[src/rtl/ertt_pkg.sv]
package ertt_pkg;

    // Field widths fixed by the item formats.
    localparam int TIME_W  = 40;
    localparam int SEQ_W   = 16;
    localparam int RTT_W   = 24;
    localparam int CNT_W   = 16;
    localparam int STAT_W  = 3;
    localparam int SLOT_W  = 7;

    typedef logic [TIME_W-1:0] t_time;
    typedef logic [SEQ_W-1:0]  t_seq;
    typedef logic [RTT_W-1:0]  t_rtt;
    typedef logic [CNT_W-1:0]  t_count;
    typedef logic [STAT_W-1:0] t_status;
    typedef logic [SLOT_W-1:0] t_slot_num;

    // Result status codes.
    localparam t_status ST_SENT      = 3'd0;
    localparam t_status ST_SENT_FULL = 3'd1;
    localparam t_status ST_MATCHED   = 3'd2;
    localparam t_status ST_SHORT     = 3'd3;
    localparam t_status ST_FOREIGN   = 3'd4;
    localparam t_status ST_UNKNOWN   = 3'd5;

    // Reply screening constants.
    localparam logic [7:0]         ECHO_REPLY_TYPE = 8'd0;
    localparam logic signed [12:0] MIN_ECHO_BYTES  = 13'sd8;

    // Microsecond to millisecond conversion. Below the saturation limit the
    // elapsed time divided by 8 fits in DIV_W bits; the remaining division
    // by 125 is a multiplication by ceil(2^RECIP_SHIFT / 125), exact over
    // that whole range.
    localparam int            TICKS_PER_MS = 1000;
    localparam t_time         SAT_LIMIT_US = TIME_W'(TICKS_PER_MS) << RTT_W;
    localparam t_rtt          RTT_MAX      = '1;
    localparam int            PRE_SHIFT    = 3;
    localparam int            DIV_W        = 31;
    localparam int            RECIP_SHIFT  = 38;
    localparam int            PROD_W       = DIV_W + 32;
    localparam logic [31:0]   RECIP_125    = 32'd2199023256;

    typedef logic [PROD_W-1:0] t_prod;

    // One slot of the outstanding request table.
    typedef struct packed {
        logic  busy;
        t_seq  seq;
        t_time start_us;
    } t_slot_entry;

    // Result of the millisecond converter toward the sequencer.
    typedef struct packed {
        logic done;
        t_rtt rtt_ms;
    } t_conv_result;

endpackage

[src/rtl/ertt_ms_conv.sv]
module ertt_ms_conv (
    input  logic                   i_clk,
    input  logic                   i_rst_n,
    input  logic                   i_start,
    input  ertt_pkg::t_time        i_elapsed_us,
    output ertt_pkg::t_conv_result o_result
);

    localparam logic [1:0] D_IDLE  = 2'd0;
    localparam logic [1:0] D_CHECK = 2'd1;
    localparam logic [1:0] D_SHIFT = 2'd2;

    logic [1:0]                 r_state, n_state;
    logic                       r_done, n_done;
    ertt_pkg::t_time            r_val, n_val;
    ertt_pkg::t_prod            r_prod, n_prod;
    ertt_pkg::t_rtt             r_quo, n_quo;
    logic [ertt_pkg::DIV_W-1:0] scaled;

    // Dividing by 1000 is a shift by 3 followed by a division by 125, done as
    // a multiplication by the scaled reciprocal of 125.
    assign scaled = r_val[ertt_pkg::PRE_SHIFT +: ertt_pkg::DIV_W];

    always_comb begin
        n_state = r_state;
        n_done  = 1'b0;
        n_val   = r_val;
        n_prod  = r_prod;
        n_quo   = r_quo;
        unique case (r_state)
            D_IDLE: begin
                if (i_start) begin
                    n_val   = i_elapsed_us;
                    n_state = D_CHECK;
                end
            end
            D_CHECK: begin
                if (r_val >= ertt_pkg::SAT_LIMIT_US) begin
                    n_quo   = ertt_pkg::RTT_MAX;
                    n_done  = 1'b1;
                    n_state = D_IDLE;
                end else begin
                    n_prod  = ertt_pkg::t_prod'(scaled)
                            * ertt_pkg::t_prod'(ertt_pkg::RECIP_125);
                    n_state = D_SHIFT;
                end
            end
            D_SHIFT: begin
                n_quo   = r_prod[ertt_pkg::RECIP_SHIFT +: ertt_pkg::RTT_W];
                n_done  = 1'b1;
                n_state = D_IDLE;
            end
            default: begin
                n_state = D_IDLE;
            end
        endcase
    end

    always_ff @(posedge i_clk) begin
        if (!i_rst_n) begin
            r_state <= D_IDLE;
            r_done  <= 1'b0;
        end else begin
            r_state <= n_state;
            r_done  <= n_done;
        end
        r_val  <= n_val;
        r_prod <= n_prod;
        r_quo  <= n_quo;
    end

    assign o_result.done   = r_done;
    assign o_result.rtt_ms = r_quo;

endmodule

[config.mk]
export PLATFORM = sky130hd
export DESIGN_NAME = ertt_ms_conv
export DESIGN_NICKNAME = d
export VERILOG_FILES = /design/src/rtl/ertt_pkg.sv /design/src/rtl/ertt_ms_conv.sv
export SDC_FILE = /design/constraint.sdc
export NUM_CORES = 1
export LEC_CHECK = 0
export ABC_AREA = 1
export CELL_PAD_IN_SITES_DETAIL_PLACEMENT = 0
export CELL_PAD_IN_SITES_GLOBAL_PLACEMENT = 1
export CORE_AREA = 2 2 145 253
export CTS_CLUSTER_DIAMETER = 100
export DETAILED_ROUTE_END_ITERATION = 10
export DIE_AREA = 0 0 147 255
export DONT_BUFFER_PORTS = 1
export PLACE_DENSITY_LB_ADDON = 0.1
export REMOVE_ABC_BUFFERS = 1
export SKIP_LAST_GASP = 1
export SYNTH_ARGS = -nofsm -noshare
export SYNTH_HDL_FRONTEND = slang
export SYNTH_SLANG_ARGS = --single-unit
[constraint.sdc]
create_clock -name i_clk -period 11.5 [get_ports i_clk]
set_input_delay 0.575 -clock i_clk [delete_from_list [all_inputs] [get_ports i_clk]]
set_output_delay 0.575 -clock i_clk [all_outputs]
set_load 0.05 [all_outputs]
======== Word-level counts from Yosys, hierarchy flattened ========
Index checks and enable logic that the tools add are counted.
operators by class
  bitwise logic cells ..................... 1
  muxes and demuxes ....................... 7
  equal/unequal tests ..................... 4
  reduce and logical (&&, ||, !) cells .... 5
  order comparisons ....................... 1
  $mul .................................... 1
operators by type and width
  kind                                                    number
  multiplier 31 x 29 -> 59 bit (second input constant)    1
  case mux 24 bit (2 select lines)                        1
  >= comparator 40 x 34 -> 1 bit (second input constant)  1
  2-to-1 mux 24 bit                                       1
  AND reduction 2 bit                                     3
  2-to-1 mux 2 bit                                        2
  inequality test 2 bit (second input constant)           2
  case mux 2 bit (2 select lines)                         1
  == test 2 x 1 -> 1 bit (second input constant)          1
  == test 2 bit (second input constant)                   1
  logical NOT 2 bit                                       1
  case mux 1 bit (2 select lines)                         1
  nonzero test 2 bit                                      1
  2-to-1 mux 1 bit                                        1
  NOT 1 bit                                               1
word-level totals
  flip-flop bits (word level) ............. 126
  word-level logic and storage cells ...... 24
  input bits .............................. 43

======== Logic depth before layout (Yosys ltp) ========
Gate-level depths: netlist (run 1).
  depth after elaboration ................. 3
  depth in mapped cells ................... 28
  gate-level depth less buffers ........... 28

======== Worst setup path before layout (run 1) ========
Ideal clock, no wire load.
  path type ............................... register -> register
  start point ............................. reg r_val[25]
  end point ............................... reg r_prod[61], data pin
  arrival ................................. 5.594 ns
  buffers on the path ..................... 0
  setup slack ............................. 5.653 ns
  cell stages (with the launch flop) ...... 28
  required time ........................... 11.248 ns
  path through ............................ edfxtp_1 -> ha_1 -> fa_1 -> fa_1 -> inv_1 -> fa_1 -> inv_1 -> fa_1 -> inv_1 -> fa_1 -> inv_1 -> fa_1 -> inv_1 -> fa_1 -> inv_1 -> ha_1 -> nand2_1 -> inv_1 -> nand2_1 -> inv_1 -> nand2_1 -> nand2_1 -> nand2_1 -> nand2_1 -> a21oi_1 -> nand2_1 -> nand2_1 -> nand2_1
on the way
  longest elaborated chain between the ends .. 1
ends and longest elaborated chain
  element                       line                source
  start: declaration            ertt_ms_conv.sv:15  ertt_pkg::t_time r_val, n_val;
  start signal: assignment      ertt_ms_conv.sv:67  r_val <= n_val;
  multiplier 31 x 29 -> 59 bit  ertt_ms_conv.sv:44  * ertt_pkg::t_prod'(ertt_pkg::RECIP_125);
  end signal: assignment        ertt_ms_conv.sv:68  r_prod <= n_prod;
  end: declaration              ertt_ms_conv.sv:16  ertt_pkg::t_prod r_prod, n_prod;
Every way passes these cells.
A chain may end at the register's enable or synchronous reset.

======== Worst setup path in the final report (run 1) ========
  start point ............................. reg r_val[10]
  end point ............................... reg r_prod[50], data pin
The elaborated chain is that of the path after synthesis.

==> reports/metrics.json, run 1 <==
{
  "synth_edf_count": 88,
  "clock_tree.root_cell": "clkbuf_16",
  "synth_seq_area_share_pct": 13.7,
  "worst_hold_startpoint": "i_elapsed_us[3]",
  "design.portCount": 68,
  "track_usage_pct": 32.6,
  "met1_length_um": 20000,
  "numClockSinks": 91,
  "postSynthCellCount": 2343,
  "fin_worst_skew_ns": 0.0123,
  "ant_nets": 0,
  "std_cell_rows": 92,
  "htree_num_levels": 3,
  "drt_first_iter_violations": 536,
  "filler_cell_count_in_the_final_layout": 3381,
  "grt_pass1_wl_um": 89300,
  "final_max_slew_viol_count": 0,
  "number_of_register_bits_inferred_by_synthesis": 91,
  "ys_types": 30,
  "cts.repair.resized": 0,
  "yosys_warnings": 0,
  "timing.final.crit_period_ns": 7.11,
  "fin_worst_hold_slack_ns": 0.284,
  "synth.top_cells.by_area": "fa_1, ha_1, inv_1",
  "post-cts-setup-buffers": 0,
  "route.vias.total": 14208,
  "worst_setup_path_end_kind": "flip-flop",
  "finalSetupTns_ns": 0,
  "max-clock-path-buffers": 2,
  "clk_latency_ns": 0.38,
  "synth-main-ff-cell": "edfxtp_1",
  "final_layout_size_suffix_gt1_share_pct": 2.84,
  "post_synth_most_frequent_cells": "inv_1, nand2_1, ha_1",
  "antenna_cells_inserted": 0,
  "worst-slew-pin-transition_ns": 1.18,
  "number_of_antenna_violations_at_the_first_check_in_global_routing": 0,
  "timing.final.hold_violations": 0,
  "worst_path_maximum_fanout": 11,
  "detail_route.first_pass.iterations": 5,
  "fp.dieArea_um2": 37500,
  "place.port_buffers": 0,
  "route.met2.wl_um": 30500,
  "syn_area_per_cell_um2": 8.39,
  "die_w_um": 147,
  "critical_path.startpoint_type": "flip-flop",
  "timing.setup.critical_path_class": "reg -> reg",
  "dp_hpwl_um": 51300,
  "place_congestion": 0.972,
  "die_y_um": 255,
  "grt_start_max_net_pins": 41,
  "setup_violations": 0,
  "yosys.area.top_type": "fa_1",
  "outcome": "completed",
  "highest_layer": "met4",
  "drt_wl_total_um": 57500,
  "holdCritPathClass": "in -> reg",
  "max_cap_violations": 0,
  "cts_hold_buffers": 0,
  "area.growth.synth_to_final_pct": 4.57,
  "globalRouteOverflowTotal": 0,
  "cts-buffers-inserted": 9,
  "post-place-cells": 2815,
  "worst_r2r_startpoint": "r_val[10]",
  "met3_wirelength_um": 1800,
  "synth.cell_area_um2": 19700,
  "synth_most_common_cell": "inv_1",
  "wl_per_cell_um": 20.3,
  "setup.worst_path.start": "r_val[10]",
  "post_drt_via_cell_ratio": 5.02,
  "timing.fmax_mhz": 141,
  "final_min_period_over_clock_period_pct": 61.9,
  "cp_data_arrival_time_ns": 7.25,
  "instances_no_fill": 2831,
  "final_net_count": 3081,
  "clk_transition_reported_paths_ns": 0.08,
  "remaining_drc_errors": 0,
  "core_region_area_um2": 35700,
  "tritoncts_clock_tree": "yes",
  "synth_top_area_share_pct": 29.2,
  "worst_slew_margin_rel_pct": 21.1,
  "first_global_vias": 15776,
  "postLayoutCoreUtil_pct": 57.6,
  "rsz0062_at_grt": "no",
  "critPathRequiredTime_ns": 11.64,
  "start_util_pct": 55.1,
  "async_reset_ff_share_pct": 0
}
through the flow:
stage | setup slack, ns | cell area (um^2)
after global placement | 4.48 | 20300
final | 4.39 | 20600
after detailed placement | 4.48 | 20300
after CTS | 4.47 | 20600
after floorplan | 5.65 | 19600
after global routing | 4.13 | 20600
sequential cells by signal, indices dropped and copies added, names as in the netlist:
name / count
r_prod: 24
r_val: 40
r_state: 2
r_quo: 24
r_done: 1
layer usage:
layer	vias to the layer above	GRT usage, %
met2	297	61.4
met3	168	3.78
met4	0	24.2
met1	6835	32.9
met5	-	0
li1	6908	-
critical path, stage by stage, from the launching register on:
cell      delay (ns)
edfxtp_1        0.79
inv_1           0.34
ha_1            0.47
fa_1            0.40
fa_1            0.50
inv_1           0.05
fa_1            0.47
inv_1           0.06
fa_1            0.50
inv_1           0.06
fa_1            0.53
inv_1           0.07
fa_1            0.52
inv_1           0.07
fa_1            0.56
inv_1           0.09
ha_1            0.31
nand2_1         0.11
nor2_1          0.19
nand2_1         0.11
nor2_1          0.10
o21ai_0         0.09
nand3_1         0.22
nand2_1         0.10
nand4_1         0.08
nand2_1         0.07
layout make-up:
type	count	area, um^2	share of cell area (%)
clock buffer	10	229	1.11
sequential	91	2700	13.1
multi-input combinational	1438	13900	67.6
clock inverter	6	52.6	0.256
inverter	810	3040	14.8
tap	470	588	2.86
timing repair buffer	6	45.0	0.219
cells by family (layout without fill, tap and decap cells):
kind of cell,count (synthesis),in the layout,share of synthesized area (%)
and+or+nand+nor,702,702,14.9
DFF,91,91,13.7
adders and majority gates,682,682,54.3
xor gates and xnor gates,1,1,0.0445
AOI/OAI and AO/OA,53,53,1.37
buffers and inverters,814,832,15.6
placed cells by master, fill, tap and decap left out, drive strengths merged, types with 16 or more instances in the layout:
master / count
a21oi: 41
edfxtp: 88
fa: 287
ha: 395
inv: 810
nand2: 506
nand3: 52
nand4: 16
nor2: 98
nor3: 16
worst paths after layout:
kind	endpoint	slack (ns)	cells past startpoint
worst max-delay path	r_prod[50]	4.39	25
worst min-delay path	r_val[3]	0.28	0
worst max register to register	r_prod[50]	4.39	25
worst min register to register	r_quo[4]	0.50	2
Power of run 1 is not shown: default switching activity piles up to over one toggle a cycle in this logic, so the estimate is an artifact.
==> run 2: changes to the inputs <==
--- a/config.mk
+++ b/config.mk
@@ -5,13 +5,13 @@
 export SDC_FILE = /design/constraint.sdc
 export NUM_CORES = 1
 export LEC_CHECK = 0
-export ABC_AREA = 1
+export ABC_AREA = 0
 export CELL_PAD_IN_SITES_DETAIL_PLACEMENT = 0
 export CELL_PAD_IN_SITES_GLOBAL_PLACEMENT = 1
-export CORE_AREA = 2 2 145 253
+export CORE_AREA = 2 2 139 243
 export CTS_CLUSTER_DIAMETER = 100
 export DETAILED_ROUTE_END_ITERATION = 10
-export DIE_AREA = 0 0 147 255
+export DIE_AREA = 0 0 141 245
 export DONT_BUFFER_PORTS = 1
 export PLACE_DENSITY_LB_ADDON = 0.1
 export REMOVE_ABC_BUFFERS = 1
==> constraint.sdc (replaced) <==
create_clock -name i_clk -period 7.2 [get_ports i_clk]
set_input_delay 0.36 -clock i_clk [delete_from_list [all_inputs] [get_ports i_clk]]
set_output_delay 0.36 -clock i_clk [all_outputs]
set_load 0.05 [all_outputs]
==> run 2 against run 1 <==
Effect of this change: flip-flop and latch count is the same; synthesized area shrank 12%; final area shrank 3.8%; highest routed layer unchanged.
==> reports/metrics.json, run 2 <==
{
  "outcome": "completed",
  "place_congestion": {"value": 0.960, "change": "-1.3%"},
  "critPathMaxStageDelay": {"value": 0.55, "unit": "ns", "change": "-0.24 ns"},
  "synth.cell_area": {"value": 17400, "unit": "um^2", "change": "-12%"},
  "synth_seq_area_share": {"value": 15.5, "unit": "%", "change": "+1.8 points"},
  "setup_violations": {"value": 0, "change": "unchanged"},
  "synth_edf_count": {"value": 88, "change": "unchanged"},
  "fp.dieArea": {"value": 34500, "unit": "um^2", "change": "-7.8%"},
  "core_region_area": {"value": 32700, "unit": "um^2", "change": "-8.4%"},
  "synth-main-ff-cell": "edfxtp_1",
  "yosys_warnings": {"value": 0, "change": "unchanged"},
  "design.portCount": {"value": 68, "change": "unchanged"},
  "drt_wl_total": {"value": 49300, "unit": "um", "change": "-14%"},
  "start_util": {"value": 53.2, "unit": "%", "change": "-1.9 points"},
  "holdCritPathClass": "in -> reg",
  "timing.final.hold_violations": {"value": 0, "change": "unchanged"},
  "detail_route.first_pass.iterations": {"value": 6, "change": "+1"},
  "worst_path_maximum_fanout": {"value": 6, "change": "-5"},
  "final_max_slew_viol_count": {"value": 0, "change": "unchanged"},
  "synth_top_area_share": {"value": 33.0, "unit": "%", "change": "+3.8 points"},
  "worst_path_max_delay_cell": "fa_1",
  "cts_hold_buffers": {"value": 0, "change": "unchanged"},
  "clk_latency": {"value": 0.38, "unit": "ns", "change": "about the same"},
  "timing.setup.critical_path_class": "reg -> reg",
  "cts-buffers-inserted": {"value": 9, "change": "unchanged"},
  "max-clock-path-buffers": {"value": 2, "change": "unchanged"},
  "rsz0062_at_grt": "yes",
  "tritoncts_clock_tree": "yes",
  "number_of_register_bits_inferred_by_synthesis": {"value": 91, "change": "unchanged"},
  "number_of_antenna_violations_at_the_first_check_in_global_routing": {"value": 0, "change": "unchanged"},
  "clk_transition_reported_paths": {"value": 0.08, "unit": "ns", "change": "about the same"},
  "place.port_buffers": {"value": 0, "change": "unchanged"},
  "postSynthCellCount": {"value": 1639, "change": "-30%"},
  "track_usage": {"value": 29.7, "unit": "%", "change": "-3.0 points"},
  "die_y": {"value": 245, "unit": "um", "change": "-3.9%"},
  "numClockSinks": {"value": 91, "change": "unchanged"},
  "grt_pass1_wl": {"value": 73600, "unit": "um", "change": "-18%"},
  "std_cell_rows": {"value": 88, "change": "-4.3%"},
  "max_cap_violations": {"value": 0, "change": "unchanged"},
  "fin_worst_skew": {"value": 0.0124, "unit": "ns", "change": "+0.0000324 ns"},
  "yosys.area.top_type": "fa_1",
  "final_min_period_over_clock_period": {"value": 99.3, "unit": "%", "change": "+37 points"},
  "most-common-layout-cells": "inv_1, ha_1, fa_1, buf_4, edfxtp_1",
  "final_net_count": {"value": 2508, "change": "-19%"},
  "area.growth.synth_to_final_pct": 13.8,
  "post_synth_most_frequent_cells": "inv_1, ha_1, fa_1",
  "worst_setup_path_end_kind": "flip-flop",
  "route.vias.total": {"value": 11576, "change": "-19%"},
  "detailedPlace.worstSlack": {"value": -0.158, "unit": "ns", "change": "-4.63 ns"},
  "finalSetupTns": {"value": 0, "unit": "ns", "change": "unchanged"},
  "remaining_drc_errors": {"value": 0, "change": "unchanged"},
  "worst-slew-pin-transition": {"value": 1.13, "unit": "ns", "change": "-0.0481 ns"},
  "async_reset_ff_share": {"value": 0, "unit": "%", "change": "unchanged"},
  "syn_area_per_cell": {"value": 10.6, "unit": "um^2", "change": "+26%"},
  "die_w": {"value": 141, "unit": "um", "change": "-4.1%"},
  "wl_per_cell": {"value": 22.5, "unit": "um", "change": "+11%"},
  "dp_hpwl": {"value": 45100, "unit": "um", "change": "-12%"},
  "layout_commonest_cell": "inv_1",
  "worst_slew_margin_rel": {"value": 24.4, "unit": "%", "change": "+3.2 points"},
  "final_layout_size_suffix_gt1_share": {"value": 14.2, "unit": "%", "change": "+11 points"},
  "grt_start_max_net_pins": {"value": 41, "change": "unchanged"},
  "largestRegisters": "r_val: 40 flops, r_prod: 24 flops, r_quo: 24 flops",
  "ys_types": {"value": 56, "change": "+87%"},
  "htree_num_levels": {"value": 3, "change": "unchanged"},
  "critPathRequiredTime": {"value": 7.32, "unit": "ns", "change": "-4.32 ns"},
  "fin_ws": {"value": 0.0513, "unit": "ns", "change": "-4.34 ns"},
  "antenna_cells_inserted": {"value": 0, "change": "unchanged"},
  "ant_nets": {"value": 0, "change": "unchanged"},
  "synth.top_cells.by_area": "fa_1, ha_1, edfxtp_1",
  "critical_path.startpoint_type": "flip-flop",
  "instances_no_fill": {"value": 2193, "change": "-23%"},
  "globalRouteOverflowTotal": {"value": 0, "change": "unchanged"},
  "clock_tree.root_cell": "clkbuf_16",
  "path_common_cell": "fa_1",
  "multiInputGateArea": {"value": 13200, "unit": "um^2", "change": "-5.4%"},
  "largest_reg_flops": {"value": 40, "change": "unchanged"},
  "post_drt_via_cell_ratio": {"value": 5.28, "change": "+5.2%"},
  "crit_chain": "buf_6, inv_2, ha_4, fa_1, fa_1, inv_1, fa_1, inv_1, fa_1, fa_1, fa_1, inv_1, fa_1, inv_1, ha_4, nand2_2, or4_4, or3_4, o221ai_4, o2111ai_4, a41oi_4, nor4_2, a311o_1",
  "filler_cell_count_in_the_final_layout": {"value": 2881, "change": "-15%"},
  "timing.final.crit_period": {"value": 7.15, "unit": "ns", "change": "+0.0358 ns"},
  "cp_data_arrival_time": {"value": 7.27, "unit": "ns", "change": "+0.02 ns"},
  "largest_register": "r_val",
  "drt_first_iter_violations": {"value": 321, "change": "-40%"},
  "register_area": {"value": 2700, "unit": "um^2", "change": "unchanged"},
  "first_global_vias": {"value": 13187, "change": "-16%"},
  "timing.fmax": {"value": 140, "unit": "MHz", "change": "-0.50%"},
  "fin_worst_hold_slack": {"value": 0.0712, "unit": "ns", "change": "-0.213 ns"},
  "synth_most_common_cell": "inv_1",
  "post-place-cells": {"value": 2147, "change": "-24%"}
}
## run 2: changes by cell type after synthesis, sizes merged, moves of 8 or more
cell,delta
xnor2,+11
o21ai,+17
nor2,-58
a211oi,+8
a21o,+19
nand3,-46
xor2,+12
inv,-269
o211ai,+9
nand2b,+28
nand2,-467
## run 2: area by class of cell
type,count,share of cell area (%)
flip-flops and latches,91,13.7
repair buffers,138,5.48
clock buffers,9,1.14
inverters,540,10.2
multi-input cells,1003,66.5
well taps,405,2.56
clock inverters,7,0.417
## run 2: worst paths after layout
kind	startpoint	end	slack [ns]	cells after the start
worst min register to register	r_prod[48]	r_quo[10]	0.51	1
worst max-delay path	r_val[21]	r_prod[61]	0.05	23
worst min-delay path	i_elapsed_us[21]	r_val[21]	0.07	0
worst max register to register	r_val[21]	r_prod[61]	0.05	23
## run 2: timing repair
item                                    4_1_cts  5_1_grt
gates resized for setup                      33       74
endpoints found under the setup margin        5       17
pin swaps                                    24       38
buffers inserted                             16       14
## run 2: per-layer routing
metal	share of wire, %	track usage, %	wire [um]	up-vias
li1	-	-	-	5433
met1	29	25.3	14400	5792
met2	59	60.0	29200	213
met3	1.8	2.59	878	138
met4	9.8	24.1	4830	0
met5	0	0	0	-
## run 2: metrics by stage
step / util [%] / instance area, um^2
final: 60.5 / 19800
after global placement: 57.1 / 18700
after floorplan: - / 17400
after CTS: 59.1 / 19300
after detailed placement: 57.1 / 18700
after global routing: 60.5 / 19800
## run 2: worst max-delay path, delay by kind of cell, from the launching register on
family | cells | cell delay [ns]
AND/OR/NAND/NOR | 4 | 1.02
AO/OA/AOI/OAI | 4 | 1.02
adder cells (fa/ha/maj) | 9 | 3.84
flip-flops | 1 | 0.48
buffers and inverters | 6 | 0.50
## run 2: kinds of logic (layout without fill, tap and decap cells)
logic type	count (synthesis)	after routing	share of synthesized area (%)
adder cells (fa/ha/maj)	682	682	61.5
buffers and inverters	545	694	11.8
AND/OR/NAND/NOR	149	149	4.39
AO/OA/AOI/OAI	148	148	5.61
flip-flops	91	91	15.5
XOR/XNOR	24	24	1.21
Power of run 2 is left out for the same reason.
